## config.mk

```make
export PLATFORM = sky130hd
export DESIGN_NAME = ilo_front
export DESIGN_NICKNAME = d
export VERILOG_FILES = /design/src/hw/rtl/ilo_pkg.sv /design/src/hw/rtl/ilo_front.sv
export SDC_FILE = /design/constraint.sdc
export NUM_CORES = 1
export LEC_CHECK = 0
export BUFFER_PORTS_ARGS = -buffer_cell sky130_fd_sc_hd__buf_2
export CAP_MARGIN = 5
export CORE_UTILIZATION = 50
export DETAILED_ROUTE_END_ITERATION = 10
export MAX_ROUTING_LAYER = met4
export PLACE_DENSITY = 0.78
export SLEW_MARGIN = 20
export SYNTH_ARGS = -nofsm -noshare
export SYNTH_HDL_FRONTEND = slang
export SYNTH_SLANG_ARGS = --single-unit
```

## constraint.sdc

```tcl
create_clock -name clk -period 4.2 [get_ports clk]
set_input_delay 0.63 -clock clk [delete_from_list [all_inputs] [get_ports clk]]
set_output_delay 0.63 -clock clk [all_outputs]
set_load 0.01 [all_outputs]
```

## src/hw/rtl/ilo_pkg.sv

```systemverilog
// ilo_pkg: shared widths, codes and types of the interval locate/offset block.
// Used by ilo_front, ilo_back and interval_locate_offset_core. No dependencies.
`default_nettype none

package ilo_pkg;

  localparam int DEF_MAX_INTERVALS = 4096;
  localparam int DEF_POS_BITS      = 32;

  localparam int TAG_W   = 12;
  localparam int SLOT_W  = 12;
  localparam int COUNT_W = 13;
  localparam int LEN_W   = 32;
  localparam int ADDR_W  = 3;
  localparam int DATA_W  = 32;
  localparam int Q_DEPTH = 2;

  // register index, taken from paddr[ADDR_W-1]
  localparam logic REG_INTERVAL_COUNT = 1'b0;
  localparam logic REG_TOTAL_LENGTH   = 1'b1;

  localparam logic CMD_LOAD   = 1'b0;
  localparam logic CMD_LOCATE = 1'b1;

  typedef enum logic [1:0] {
    OP_LOAD,
    OP_LOCATE,
    OP_DROP
  } ilo_op_t;

  typedef struct packed {
    ilo_op_t           op;
    logic              oor;
    logic [SLOT_W-1:0] slot;
    logic [TAG_W-1:0]  tag;
  } ilo_cmd_t;

  typedef enum logic [1:0] {
    BK_IDLE,
    BK_DOWN,
    BK_UP,
    BK_DONE
  } ilo_bk_state_t;

endpackage

`default_nettype wire

```

## src/hw/rtl/ilo_front.sv

```systemverilog
// ilo_front: accepts input items, classifies them and queues them for the back end.
// Depends on ilo_pkg.
`default_nettype none

module ilo_front #(
  parameter int MAX_INTERVALS = ilo_pkg::DEF_MAX_INTERVALS,
  parameter int POS_BITS      = ilo_pkg::DEF_POS_BITS
) (
  input  wire logic                        clk,
  input  wire logic                        rst_n,
  input  wire logic                        in_valid,
  output      logic                        in_ready,
  input  wire logic                        in_cmd,
  input  wire logic [ilo_pkg::SLOT_W-1:0]  in_entry_index,
  input  wire logic [POS_BITS-1:0]         in_position,
  input  wire logic [ilo_pkg::TAG_W-1:0]   in_query_tag,
  input  wire logic [ilo_pkg::LEN_W-1:0]   total_length,
  output      logic                        q_valid,
  input  wire logic                        q_ready,
  output      ilo_pkg::ilo_cmd_t           q_cmd,
  output      logic [POS_BITS-1:0]         q_pos
);
  import ilo_pkg::*;

  localparam int IDX_W = $clog2(MAX_INTERVALS);
  localparam int XW    = (IDX_W > SLOT_W) ? IDX_W : SLOT_W;
  localparam int LW    = (POS_BITS > LEN_W) ? POS_BITS : LEN_W;
  localparam int QPW   = (Q_DEPTH > 1) ? $clog2(Q_DEPTH) : 1;
  localparam int CNTW  = $clog2(Q_DEPTH + 1);

  logic [XW:0]          slot_ext;
  logic [LW-1:0]        len_ext;
  logic [POS_BITS-1:0]  len_eff;
  ilo_cmd_t             cls;

  ilo_cmd_t             cmd_mem [Q_DEPTH];
  logic [POS_BITS-1:0]  pos_mem [Q_DEPTH];
  logic [QPW-1:0]       wr_ptr_r, wr_ptr_nxt;
  logic [QPW-1:0]       rd_ptr_r, rd_ptr_nxt;
  logic [CNTW-1:0]      fill_r, fill_nxt;
  logic                 push, pop;

  // classify: loads beyond the table are dropped, queries checked against the length
  always_comb begin
    slot_ext = (XW + 1)'(in_entry_index);
    len_ext  = LW'(total_length);
    len_eff  = len_ext[POS_BITS-1:0];
    cls.slot = in_entry_index;
    cls.tag  = in_query_tag;
    cls.oor  = (in_position >= len_eff);
    if (in_cmd == CMD_LOCATE) begin
      cls.op = OP_LOCATE;
    end else if (slot_ext < (XW + 1)'(MAX_INTERVALS)) begin
      cls.op = OP_LOAD;
    end else begin
      cls.op = OP_DROP;
    end
  end

  assign in_ready = (fill_r != CNTW'(Q_DEPTH));
  assign q_valid  = (fill_r != '0);
  assign push     = in_valid && in_ready;
  assign pop      = q_valid && q_ready;
  assign q_cmd    = cmd_mem[rd_ptr_r];
  assign q_pos    = pos_mem[rd_ptr_r];

  always_comb begin
    wr_ptr_nxt = wr_ptr_r;
    rd_ptr_nxt = rd_ptr_r;
    fill_nxt   = fill_r;
    if (push) begin
      wr_ptr_nxt = (wr_ptr_r == QPW'(Q_DEPTH - 1)) ? '0 : wr_ptr_r + 1'b1;
    end
    if (pop) begin
      rd_ptr_nxt = (rd_ptr_r == QPW'(Q_DEPTH - 1)) ? '0 : rd_ptr_r + 1'b1;
    end
    case ({push, pop})
      2'b10:   fill_nxt = fill_r + 1'b1;
      2'b01:   fill_nxt = fill_r - 1'b1;
      default: fill_nxt = fill_r;
    endcase
  end

  always_ff @(posedge clk) begin
    if (push) begin
      cmd_mem[wr_ptr_r] <= cls;
      pos_mem[wr_ptr_r] <= in_position;
    end
  end

  always_ff @(posedge clk) begin
    if (!rst_n) begin
      wr_ptr_r <= '0;
      rd_ptr_r <= '0;
      fill_r   <= '0;
    end else begin
      wr_ptr_r <= wr_ptr_nxt;
      rd_ptr_r <= rd_ptr_nxt;
      fill_r   <= fill_nxt;
    end
  end

endmodule

`default_nettype wire

```

==> results of run 1 <==
-- area by class of cell --
cell class	count	area, um2	share of cell area
Tap cell	133	166	0.0247
Clock buffer	17	414	0.0614
Sequential cell	121	3580	0.531
Multi-Input combinational cell	155	1480	0.220
Timing Repair Buffer	155	783	0.116
Inverter	32	120	0.0178
Clock inverter	15	198	0.0293
-- worst max-delay path, stage by stage (launching register included) --
cell	delay [ps]
dfxtp_2	960
buf_4	420
mux2_2	380
buf_2	140
-- cell families (layout without fill, tap and decap cells) --
logic type               Yosys count  count (layout)
other                              1               1
AO/OA/AOI/OAI                     28              28
multiplexers                      58              58
flip-flops                       121             121
AND/OR/NAND/NOR                   32              32
XOR/XNOR                           3               3
adder cells (fa/ha/maj)           33              33
buffers and inverters             39             219
-- worst max-delay path by stage --
| stage | start | to | slack [ps] | cells past startpoint |
|---|---|---|---|---|
| 2_1_floorplan | in_valid | cmd_mem[0][0] | 560 | 2 |
| 3_3_place_gp | register | q_cmd[14] | 1650 | 3 |
| 6_report | register | q_cmd[18] | 1150 | 3 |
| 4_1_cts | register | q_cmd[18] | 1090 | 3 |
| 3_5_place_dp | register | q_cmd[18] | 1630 | 3 |
| 5_1_grt | register | q_cmd[18] | 1000 | 3 |
-- flip-flops by register name, indices dropped and copies added (netlist names), named ones only --
signal    count
cmd_mem      52
fill_r        2
pos_mem      64
rd_ptr_r      1
wr_ptr_r      1
-- power groups by stage --
stage	clock network [uW]	registers [uW]	logic [uW]
3_3_place_gp	0	1650	884
4_1_cts	1500	1630	905
2_1_floorplan	0	1590	615
3_5_place_dp	0	1660	898
5_1_grt	1550	1650	972
6_report	1480	1630	890
-- synth_stat cells, drive strengths merged (2+ instances only) --
master | n | share of area
edfxtp | 116 | 0.67
mux2 | 58 | 0.13
ha | 33 | 0.079
inv | 32 | 0.023
nand2 | 10 | 0.0072
a21oi | 9 | 0.0086
buf | 7 | 0.0072
dfxtp | 5 | 0.019
o21ai | 5 | 0.0048
a21o | 4 | 0.0058
nor2 | 4 | 0.0029
a221oi | 3 | 0.0050
and2 | 3 | 0.0036
and4 | 3 | 0.0050
nand2b | 3 | 0.0050
o21a | 3 | 0.0043
xnor2 | 3 | 0.0050
nand3 | 2 | 0.0019
nand4 | 2 | 0.0024
nor2b | 2 | 0.0024
-- metal layers --
metal | vias to the layer above | global-route usage | part of all wire
met3 | 6 | 0.0407 | 0.047
met2 | 95 | 0.308 | 0.52
met4 | 0 | 0.0786 | 0.011
met5 | - | - | 0
met1 | 1474 | 0.219 | 0.43
li1 | 1521 | - | -
-- stage by stage --
stage | cells | hold slack [ps] | cell area [um2]
6_report | 628 | 318 | 6750
5_1_grt | 628 | 296 | 6750
4_1_cts | 628 | 296 | 6750
3_5_place_dp | 596 | 523 | 6140
3_3_place_gp | 596 | 484 | 6140
2_1_floorplan | 315 | 473 | 5220
==> flow_summary.rst, run 1 <==
.. list-table::
   :header-rows: 1

   * - Metric
     - Value
   * - Net switching power
     - 1050 uW
   * - Mapped Cells
     - 315
   * - Drt first pass iters
     - 4
   * - Worst vdd rail ir drop
     - 0.309 mV
   * - Setup TNS Final
     - 0 ps
   * - Total of hold buffers inserted after clock tree synthesis
     - 0
   * - Post-cts repair resize count
     - 0
   * - First-pass GRT wire length
     - 14900 um
   * - Mapped cell area
     - 5220 um2
   * - Path category of the worst min-delay check
     - in2reg
   * - Maximum capacitance violations
     - 0
   * - Final number of max-transition violations
     - 0
   * - Clock network latency to the later pin of the worst-skew pair
     - 490 ps
   * - Clock Path Buffers
     - 2
   * - Most common cell after layout, fill and taps aside
     - buf_2
   * - Post-detailed-route DRC marker count
     - 0
   * - Endpoint of the most critical register-to-register path
     - pos_mem[0][10]
   * - Commonest non-fill, non-tap cells in the layout
     - buf_2, edfxtp_1, mux2_2, ha_1, inv_1
   * - Count of different cell masters after synthesis
     - 30
   * - Post-DP HPWL
     - 6390 um
   * - Beginning of the worst register-to-register path
     - fill_r[0]
   * - Compound-Gate Fraction of Synth Area
     - 0.0384
   * - Overflow left after global routing
     - 0
   * - I/O Pins
     - 154
   * - Internal reg-to-reg setup slack
     - 2010 ps
   * - Internal Dissipation
     - 2940 uW
   * - Number of antenna violations at the first check in global routing
     - 0
   * - Time the final worst path needs with I/O delays and setup
     - 3050 ps
   * - Port bufs
     - 152
   * - Timing-limited maximum frequency
     - 328 MHz
   * - Required time at the worst-slack endpoint
     - 3570 ps
   * - Post-synthesis share of cell area spent on xor and xnor gates
     - 0.00504
   * - H-tree levels
     - 4
   * - Most instantiated flip-flop cell in the synthesis netlist
     - edfxtp_1
   * - Status
     - finished clean
   * - Post-DR vias/cell
     - 4.93
   * - EDFF count, synth
     - 116
   * - Multiplexer share of the synthesized area
     - 0.125
   * - Net Sw Frac
     - 0.264
   * - Share of power burned in the clock network
     - 0.370
   * - CP Max Fanout
     - 39
   * - Gr usage total
     - 0.185
   * - Total CTS buffers
     - 17
   * - Via count of the first global-routing pass
     - 3145
   * - Average wire per standard cell
     - 14.6 um
   * - Layout filler cell count
     - 719
   * - Utilization of the core after routing
     - 0.678
   * - Residual antenna-violating net count after detailed routing
     - 0
   * - Worst rel slew slack
     - 0.359
   * - Post-synthesis sequential element count
     - 121
   * - Startpoint of the most critical hold path
     - in_cmd
   * - Post-Route WL
     - 9200 um
   * - Final GP Congestion
     - 0.778
   * - Count of nets after finishing
     - 608
   * - Floorplan row count
     - 36
   * - Per-instance average area after synthesis
     - 16.6 um2
   * - Power density cells
     - 592 nW/um2
   * - Die W
     - 104 um
   * - Startpoint Class
     - register
   * - Number of antenna cells inserted
     - 0
   * - Type of destination of the critical path
     - primary output
   * - Area Growth Syn to Fin
     - 29.4%
   * - Critical Setup Path Class
     - reg2out
   * - Post-CTS setup repair buffer count
     - 0
   * - Total power after layout
     - 3990 uW
   * - Post-Synthesis Net Count
     - 441
   * - Asr flop ratio synth
     - 0
   * - Final-report setup violation count
     - 0
   * - Full die area
     - 10800 um2
   * - DRC violation total after the first TritonRoute iteration
     - 163
   * - Simple-gate share of the synthesized area
     - 0.0341
   * - Dpl ws
     - 1630 ps
   * - Unrepaired setup endpoints after global routing
     - no
   * - Final Hold Viols
     - 0
   * - Hold Crit Depth
     - 1
   * - Initial standard-cell utilization of the core
     - 0.524
   * - Static leakage
     - 0.00281 uW
   * - Post-route worst setup slack
     - 1150 ps
   * - Die H
     - 104 um
   * - Number of cells on the worst reg-to-reg path
     - 4
   * - Clock sinks
     - 121
   * - Maximum number of pins on one net before global-route repair
     - 40
   * - Sequential cell fraction of total power
     - 0.408
   * - Combinational share of power
     - 0.223
   * - Portion of the post-synthesis area used by sequential elements
     - 0.687
   * - Core footprint
     - 9950 um2
   * - Largest family of logic cells by synthesized area
     - multiplexers
   * - Data arrival, critical path
     - 2420 ps
   * - Endpoint of the worst hold-timing path
     - cmd_mem[0][25]
   * - Count of warnings emitted by yosys
     - 0
   * - Clk_skew
     - 11.4 ps
   * - TritonCTS clock tree
     - done
   * - Routed via count
     - 3096
   * - Arithmetic-cell share of the synthesized area counting full adders, half adders and majority gates
     - 0.0792
   * - Crit share post-route
     - 0.725
   * - Clock-pin slew on the worst setup and hold paths
     - 60 ps
   * - Worst-Margin Slew
     - 962 ps
   * - Root cell of the clock tree
     - clkbuf_8
   * - Ratio of cells with drive above 1 in the final layout
     - 0.503
Power figures use the tool's default switching activity.
==> run 2: changes to the inputs <==
--- a/config.mk
+++ b/config.mk
@@ -5,12 +5,13 @@
 export SDC_FILE = /design/constraint.sdc
 export NUM_CORES = 1
 export LEC_CHECK = 0
+export ABC_AREA = 1
 export BUFFER_PORTS_ARGS = -buffer_cell sky130_fd_sc_hd__buf_2
 export CAP_MARGIN = 5
-export CORE_UTILIZATION = 50
+export CORE_UTILIZATION = 47
 export DETAILED_ROUTE_END_ITERATION = 10
 export MAX_ROUTING_LAYER = met4
-export PLACE_DENSITY = 0.78
+export PLACE_DENSITY = 0.76
 export SLEW_MARGIN = 20
 export SYNTH_ARGS = -nofsm -noshare
 export SYNTH_HDL_FRONTEND = slang
==> constraint.sdc (replaced) <==
create_clock -name clk -period 2.6 [get_ports clk]
set_input_delay 0.39 -clock clk [delete_from_list [all_inputs] [get_ports clk]]
set_output_delay 0.39 -clock clk [all_outputs]
set_load 0.01 [all_outputs]
==> run 2 against run 1 <==
  * Clock-buffer cell count increased by 3
  * Synthesized cell count increased by 10%
  * Clock power increased by 44%
  * Via count increased by 5.9%
  * Total power increased by 42%
  * Final area increased by 0.95%
  * Die area increased by 8.4%
  * Critical endpoint unchanged
  * Sequential share of layout area decreased by 0.46 points
  * Largest cell class unchanged
  * Global-route usage decreased by 0.075 points
  * Setup slack got worse by 780 ps
==> flow_summary.rst, run 2 <==
.. list-table::
   :header-rows: 1

   * - Metric
     - Value
   * - Sequential cell fraction of total power
     - 0.439
   * - Maximum capacitance violations
     - 0
   * - Share of power burned in the clock network
     - 0.374
   * - Required time at the worst-slack endpoint
     - 2210 ps
   * - First-pass GRT wire length
     - 15300 um
   * - Final-report setup violation count
     - 0
   * - TritonCTS clock tree
     - done
   * - Layout filler cell count
     - 846
   * - Residual antenna-violating net count after detailed routing
     - 0
   * - Most common cell in the netlist
     - edfxtp_1
   * - Post-Route WL
     - 10100 um
   * - Post-DR vias/cell
     - 4.89
   * - Final number of max-transition violations
     - 0
   * - DRC violation total after the first TritonRoute iteration
     - 115
   * - Floorplan row count
     - 38
   * - Net switching power
     - 1390 uW
   * - Full die area
     - 11700 um2
   * - Gr usage total
     - 0.185
   * - Area Growth Syn to Fin
     - 28.1%
   * - Proportion of netlist area held by the largest area contributor
     - 0.655
   * - Most common cell after layout, fill and taps aside
     - buf_2
   * - Portion of the post-synthesis area used by sequential elements
     - 0.674
   * - Post-Synthesis Net Count
     - 474
   * - Total of hold buffers inserted after clock tree synthesis
     - 0
   * - Dpl ws
     - 779 ps
   * - Mapped cell area
     - 5320 um2
   * - Per-instance average area after synthesis
     - 15.3 um2
   * - I/O Pins
     - 154
   * - Filler-free cell count of the finished design
     - 670
   * - Path category of the worst min-delay check
     - in2reg
   * - Count of warnings emitted by yosys
     - 0
   * - Worst vdd rail ir drop
     - 0.424 mV
   * - Count of different cell masters after synthesis
     - 17
   * - Status
     - finished clean
   * - Clk_skew
     - 6.06 ps
   * - Critical Setup Path Class
     - reg2out
   * - Static leakage
     - 0.00295 uW
   * - Port bufs
     - 152
   * - Commonest non-fill, non-tap cells in the layout
     - buf_2, edfxtp_1, inv_1, mux2_2, nand2_1
   * - Clock-pin slew on the worst setup and hold paths
     - 50 ps
   * - Worst-Margin Slew
     - 577 ps
   * - Mapped Cells
     - 348
   * - Routed wire length on met2
     - 5430 um
   * - Worst rel slew slack
     - 0.615
   * - Timing-limited maximum frequency
     - 450 MHz
   * - Post-synthesis cell type with the largest combined area
     - edfxtp_1
   * - Flip-flop count of the largest register, all copies and words added
     - 64
   * - Post-CTS setup repair buffer count
     - 0
   * - Initial standard-cell utilization of the core
     - 0.486
   * - Number of antenna violations at the first check in global routing
     - 0
   * - Cell types occupying the most area after synthesis
     - edfxtp_1, mux2_2, ha_1
   * - Largest register by flop count
     - pos_mem
   * - Drt first pass iters
     - 4
   * - EDFF count, synth
     - 116
   * - Synth cell count leaders
     - edfxtp_1, inv_1, mux2_2, nand2_1, ha_1
   * - Post-detailed-route DRC marker count
     - 0
   * - Clock sinks
     - 121
   * - Root cell of the clock tree
     - clkbuf_16
   * - Crit share post-route
     - 0.855
   * - Placed Instances
     - 638
   * - Combinational share of power
     - 0.187
   * - Post-cts repair resize count
     - 0
   * - Clock Path Buffers
     - 2
   * - Number of antenna cells inserted
     - 0
   * - Setup TNS Final
     - 0 ps
   * - Summed area of non-filler cells in the final layout
     - 6810 um2
   * - Final Hold Viols
     - 0
   * - Maximum number of pins on one net before global-route repair
     - 43
   * - H-tree levels
     - 4
   * - Sequential standard cell area
     - 3590 um2
   * - Post-DP HPWL
     - 7300 um
   * - Core footprint
     - 10900 um2
   * - Die H
     - 108 um
   * - Clock network latency to the later pin of the worst-skew pair
     - 390 ps
   * - Ratio of cells with drive above 1 in the final layout
     - 0.455
   * - Routed via count
     - 3279
   * - Time the final worst path needs with I/O delays and setup
     - 2220 ps
   * - Net Sw Frac
     - 0.244
   * - Average wire per standard cell
     - 15.1 um
   * - Final GP Congestion
     - 0.783
   * - Startpoint Class
     - register
   * - Via count of the first global-routing pass
     - 3271
   * - Total CTS buffers
     - 17
   * - Most instantiated flip-flop cell in the synthesis netlist
     - edfxtp_1
   * - Area of placed instances
     - 6270 um2
   * - Overflow left after global routing
     - 0
   * - Area occupied by multi-input gates
     - 1530 um2
   * - Die W
     - 108 um
   * - Type of destination of the critical path
     - primary output
   * - Post-route worst setup slack
     - 376 ps
   * - Highest signal layer in the routed design
     - met4
   * - Internal Dissipation
     - 4300 uW
   * - Met1 wire length
     - 4140 um
   * - Post-synthesis sequential element count
     - 121
   * - Power density cells
     - 835 nW/um2
   * - Detailed route wirelength on metal3
     - 456 um
   * - Data arrival, critical path
     - 1830 ps
   * - Count of nets after finishing
     - 643
   * - Asr flop ratio synth
     - 0
   * - CP Max Fanout
     - 32
   * - Unrepaired setup endpoints after global routing
     - no
   * - Top Registers
     - pos_mem x64, cmd_mem x52, fill_r x2
==> run 2: cell count changes after synthesis, sizes merged, moves of 4 or more <==
cell / delta
nand2: +27
inv: +13
nor2: +5
a21oi: +13
o21ai: +4
a21o: -4
==> run 2: power by group through the flow <==
stage / logic [uW] / registers, uW / clock network [uW]
2_1_floorplan: 718 / 2480 / 0
3_3_place_gp: 1040 / 2520 / 0
3_5_place_dp: 1070 / 2540 / 0
4_1_cts: 1080 / 2500 / 2170
5_1_grt: 1170 / 2510 / 2260
6_report: 1060 / 2490 / 2130
==> run 2: logic make-up after synthesis <==
group	Yosys count	share of synthesized area
flip-flops	121	0.674
AO/OA/AOI/OAI	33	0.0320
AND/OR/NAND/NOR	50	0.0369
buffers and inverters	52	0.0423
multiplexers	58	0.137
adder cells (fa/ha/maj)	33	0.0776
other	1	0.000705
==> run 2: critical path, stage by stage, from the launching register on <==
cell and delay [ps]:
dfxtp_4 640, buf_12 270, mux2_2 360, buf_2 140
==> run 2: path summary, 6_finish.rpt <==
| kind | from | endpoint | slack (ps) | depth (start not counted) |
|---|---|---|---|---|
| max | register | q_cmd[18] | 380 | 3 |
| min reg2reg | rd_ptr_r | register | 470 | 1 |
| max reg2reg | fill_r[0] | cmd_mem[0][2] | 860 | 5 |
| min | in_query_tag[3] | cmd_mem[0][3] | 180 | 1 |
==> run 2: final cells by class <==
class                   count  share of cell area
inverters                  45              0.0248
clock inverters            12              0.0158
flip-flops and latches    121               0.527
repair buffers            157               0.119
clock buffers              20              0.0641
well taps                 140              0.0257
multi-input cells         175               0.224
==> run 2: through the flow <==
stage / power (uW) / utilization / hold WS (ps)
after floorplan: 3200 / - / 425
after global placement: 3570 / 0.573 / 425
after detailed placement: 3600 / 0.573 / 449
after CTS: 5750 / 0.623 / 161
after global routing: 5940 / 0.623 / 162
final: 5690 / 0.623 / 178
==> run 2: per-layer routing <==
| layer | GRT usage | vias up |
|---|---|---|
| met5 | - | - |
| met3 | 0.0440 | 8 |
| met4 | 0.0878 | 0 |
| li1 | - | 1597 |
| met1 | 0.200 | 1566 |
| met2 | 0.319 | 108 |
